$ cat src/design/bba_pkg.sv
// ----------------------------------------------------------------------------
// bba_pkg
// Shared constants, codes and item types of the bitmap block allocator.
// ----------------------------------------------------------------------------
`default_nettype none

package bba_pkg;

    localparam int NUM_BLOCKS = 4096;
    localparam int MAX_BATCH  = 64;
    localparam int WORD_W     = 64;
    localparam int MAP_WORDS  = (NUM_BLOCKS + WORD_W - 1) / WORD_W;
    localparam int WIDX_W     = $clog2(MAP_WORDS);
    localparam int BIT_W      = $clog2(WORD_W);

    localparam int BLK_W   = 12;
    localparam int CNT_W   = 13;
    localparam int BATCH_W = 7;

    localparam logic [CNT_W-1:0] BLOCKS_RESET = 13'd4096;
    localparam logic [CNT_W-1:0] LIMIT_MAX    = CNT_W'(NUM_BLOCKS);

    typedef enum logic [1:0] {
        FN_ALLOC = 2'd0,
        FN_FREE  = 2'd1,
        FN_TEST  = 2'd2,
        FN_BATCH = 2'd3
    } bba_func_t;

    typedef enum logic [1:0] {
        ST_OK      = 2'd0,
        ST_INVALID = 2'd1,
        ST_FULL    = 2'd2
    } bba_status_t;

    typedef struct packed {
        bba_func_t            func;
        logic [BLK_W-1:0]     target_block;
        logic [BATCH_W-1:0]   batch_count;
    } bba_req_t;

    typedef struct packed {
        bba_status_t          status;
        logic [BLK_W-1:0]     granted_block;
        logic                 is_allocated;
        logic [CNT_W-1:0]     free_count;
        logic                 last;
    } bba_rsp_t;

    typedef struct packed {
        logic                 clear;
        logic                 rd_en;
        logic [WIDX_W-1:0]    rd_addr;
        logic                 wr_en;
        logic [WIDX_W-1:0]    wr_addr;
        logic [WORD_W-1:0]    wr_data;
    } bba_mem_ctl_t;

    // lowest clear bit of a word
    function automatic logic [BIT_W-1:0] first_zero(input logic [WORD_W-1:0] w);
        logic [BIT_W-1:0] idx;
        idx = '0;
        for (int i = WORD_W - 1; i >= 0; i--) begin
            if (!w[i]) begin
                idx = BIT_W'(i);
            end
        end
        return idx;
    endfunction

endpackage

`default_nettype wire

$ cat src/design/bba_map_store.sv
// ----------------------------------------------------------------------------
// bba_map_store
// Allocation bitmap words in a synchronous RAM with a registered read.
// Per-row valid flops make a cleared map at once; invalid rows read zero.
// ----------------------------------------------------------------------------
`default_nettype none

module bba_map_store import bba_pkg::*; (
    input  wire logic                aclk,
    input  wire logic                aresetn,
    input  wire bba_mem_ctl_t        ctl,
    output logic [WORD_W-1:0]        rd_word
);

    logic [WORD_W-1:0]    mem [MAP_WORDS];
    logic [MAP_WORDS-1:0] row_valid_reg;
    logic [WORD_W-1:0]    rd_data_reg;
    logic                 rd_valid_reg;

    always_ff @(posedge aclk) begin
        if (ctl.wr_en) begin
            mem[ctl.wr_addr] <= ctl.wr_data;
        end
        if (ctl.rd_en) begin
            rd_data_reg <= mem[ctl.rd_addr];
        end
    end

    always_ff @(posedge aclk) begin
        if (!aresetn) begin
            row_valid_reg <= '0;
            rd_valid_reg  <= 1'b0;
        end else begin
            if (ctl.clear) begin
                row_valid_reg <= '0;
            end else if (ctl.wr_en) begin
                row_valid_reg[ctl.wr_addr] <= 1'b1;
            end
            if (ctl.rd_en) begin
                rd_valid_reg <= row_valid_reg[ctl.rd_addr] && !ctl.clear;
            end
        end
    end

    assign rd_word = rd_valid_reg ? rd_data_reg : '0;

endmodule

`default_nettype wire

$ cat config.mk
export PLATFORM = sky130hd
export DESIGN_NAME = bba_map_store
export DESIGN_NICKNAME = d
export VERILOG_FILES = /design/src/design/bba_pkg.sv /design/src/design/bba_map_store.sv
export SDC_FILE = /design/constraint.sdc
export NUM_CORES = 2
export LEC_CHECK = 0
export ABC_CLOCK_PERIOD_IN_PS = 6210
export BUFFER_PORTS_ARGS = -buffer_cell sky130_fd_sc_hd__buf_2
export CORE_ASPECT_RATIO = 0.8
export CORE_MARGIN = 4
export CORE_UTILIZATION = 55
export CTS_CLUSTER_SIZE = 12
export DETAILED_ROUTE_END_ITERATION = 10
export GPL_TIMING_DRIVEN = 0
export PLACE_DENSITY = 0.74
export REMOVE_ABC_BUFFERS = 1
export SLEW_MARGIN = 30
export SYNTH_ARGS = -nofsm -noshare
export SYNTH_HDL_FRONTEND = slang
export SYNTH_SLANG_ARGS = --single-unit
$ cat constraint.sdc
create_clock -name aclk -period 6.21 [get_ports aclk]
set_input_delay 0.9315 -clock aclk [delete_from_list [all_inputs] [get_ports aclk]]
set_output_delay 0.9315 -clock aclk [all_outputs]
set_load 0.005 [all_outputs]
==> impl_metrics.ini <==
[timing]
rsz0062_at_grt = no
slew_headroom_pct = 33.05
period_minus_slack_ns = 5.280
setup_viol = 0
setup_tns_ns = 0
hold_viol = 0
fmax_mhz = 189.4
max_slew.worst_pin.slew_ns = 1.004
slew_viol_final = 0
finClkSkew_ns = 0.05197
fin_crit_sh_pct = 85.02

[power_and_ir_drop]
ir_drop_mv = 0.2872
internal_power_mw = 44.85
power_frac_seq_pct = 55.7
pwr-share-comb_pct = 4.8
power_density_nw_per_um2 = 303.4
netSwitchingFraction_pct = 21.12
clockPowerShare_pct = 39.5
p_sw_mw = 12.01
power_leakage_nw = 58.61

[hold_path]
worstHoldPathType = input pin to flop
holdPathStages = 3

[clocking]
root_buffer = clkbuf_16
cts_setup_buffers = 0
cts_max_path_buffers = 4
htreeDepth = 5
cts_sinks = 4225
path_clk_slew_ns = 0.06
cts_tree = built
cts.repair.resized = 0
ctsHoldBuffers = 0
numCtsBuffers = 409
clk_latency_ns = 0.92

[logic_synthesis]
synth_top_area_cell = edfxtp_1
synth_edf_count = 4160
synthTopCellsByArea = edfxtp_1, mux4_2, dfxtp_1
post-synth-top-count-cell = edfxtp_1
ys_ff_latch = 4225
yosysSeqAreaShare_pct = 79.10
synth.distinct_cells = 27
synth_commonest_cells = edfxtp_1, mux4_2, clkbuf_1
yosys_warnings = 0
yosysTopAreaCellShare_pct = 78.29
synth_area_um2 = 159600
synth_ff_type = edfxtp_1
synth.avg_cell_area_um2 = 25.35
synthCells = 6295
async_reset_ff_share_pct = 0

[routing]
dr.pass1.iters = 5
vias = 78886
ant_nets = 0
detail_route.wl_per_cell_um = 42.83
drt-initial-drc-count = 14573
viasPerCell = 7.172
drc = 0
wl_mm = 471.1

[global_route]
grt-ovfl-total = 0
grtUsageTotal_pct = 31.61
antenna_found_initial = 21
grt_pass1_wl_mm = 652.9
grt_max_degree = 106
grt_pass1_vias = 80263

[critical_path]
reg2reg_depth = 4
cp-end-kind = flop
worstPathMaxFanout = 72
crit_required_ns = 6.85
reg2reg_slack_ns = 3.75
startpoint_type = input pin
critPathArrivalTime_ns = 5.91
path_class = input pin to flop

[layout]
nFillCells = 16885
area_growth_pct = 17.45
post-route-util_pct = 65.06
final_nets = 7086
largest_register_ffs = 4096
layout-drive-gt1-share_pct = 34.19
stdcell_count = 10999

[floorplan]
boundaryPins = 145
die_h_um = 489.8
dieWidth_um = 610.2
fp-row-count = 176
core_um2 = 288000
start_util_pct = 55.40
die_area_um2 = 298900

[place]
gp_congestion = 0.6990
port_buffers = 144
dpl.cell_count = 10418
dp_hpwl_mm = 276.6

[run]
max_cap_viol_count = 0

[run_status]
status = finished, final reports clean
## layout make-up
cell class / count / area, µm² / share of cell area, %
Sequential cell: 4225 / 126200 / 67.35
Multi-Input combinational cell: 1733 / 32330 / 17.25
Timing Repair Buffer: 635 / 12870 / 6.869
Clock buffer: 501 / 10780 / 5.753
Tap cell: 3827 / 4788 / 2.555
Clock inverter: 59 / 359.1 / 0.1916
Antenna cell: 18 / 45.04 / 0.02403
Inverter: 1 / 3.754 / 0.002003
## layer usage
metal  vias up  global-route usage (%)  wire length [µm]
met3      1407                   7.924             61930
met4         6                   15.92             27530
met2      7264                   50.79            231400
li1      28812                       -                 -
met5         -                       0                37
met1     41397                   40.82            150300
## worst max-delay path: stages
cell and delay [ns]:
buf_12 0.30, buf_16 0.33, buf_16 0.45, buf_16 0.42
buf_16 0.41, buf_16 0.40, buf_16 0.44, mux4_2 0.61
mux4_2 0.48, a22oi_1 0.53, nand2_1 0.10
## path summary, 6_finish.rpt
kind                                                startpoint                        endpoint
worst min register to register  row_valid_reg[24]$_SDFFE_PP0P_  row_valid_reg[24]$_SDFFE_PP0P_
worst max-delay path                                   ctl[71]       rd_data_reg[48]$_DFFE_PP_
worst max register to register           mem[45][50]$_DFFE_PP_       rd_data_reg[50]$_DFFE_PP_
worst min-delay path                                   aresetn       rd_valid_reg$_SDFFE_PN0P_
## cells by family after synthesis
| family | after synthesis | share of synthesized area (%) |
|---|---|---|
| AO/OA/AOI/OAI | 200 | 0.9402 |
| buffers and inverters | 337 | 0.9511 |
| flip-flops | 4225 | 79.10 |
| multiplexers | 1297 | 18.31 |
| AND/OR/NAND/NOR | 236 | 0.7018 |
## through the flow
stage                     hold slack (ns)  worst slack, ns  area, µm²  total power [mW]
after floorplan                    0.4354          -0.1686     158100             33.37
after global placement             0.4410           -28.88     163600             36.61
after detailed placement           0.4498         -0.05866     176000             34.86
after CTS                          0.3191           0.7417     187200             56.91
after global routing               0.3415           0.4368     187400             58.36
final                              0.3598           0.9301     187400             56.85
## layout by cell type (no fill, tap or decap), types with 2 or more instances in the layout
cell,instances
mux4_2,1297
buf_6,3
diode_2,18
edfxtp_1,4160
nand3b_1,2
nand2_1,71
clkbuf_16,418
a22oi_1,130
and2_1,64
buf_12,34
nor2_4,62
o21a_1,64
dfxtp_1,64
nand2b_1,4
buf_16,389
clkbuf_1,82
clkinv_1,34
nor2_1,3
clkinv_8,3
buf_4,118
clkinv_2,11
nand3_1,11
nor2b_1,7
inv_6,7
buf_8,11
nor2b_4,2
nor3_2,4
nand4_1,4
buf_2,80
## power groups by stage
| stage | registers, mW | clock network [mW] | logic (mW) |
|---|---|---|---|
| after floorplan | 32.2 | 0 | 1.16 |
| after global placement | 32.3 | 0 | 4.34 |
| after detailed placement | 32.2 | 0 | 2.62 |
| after CTS | 31.7 | 22.6 | 2.70 |
| after global routing | 31.6 | 23.9 | 2.85 |
| final | 31.6 | 22.5 | 2.74 |
Note: power is estimated with default switching activity, not from simulation.
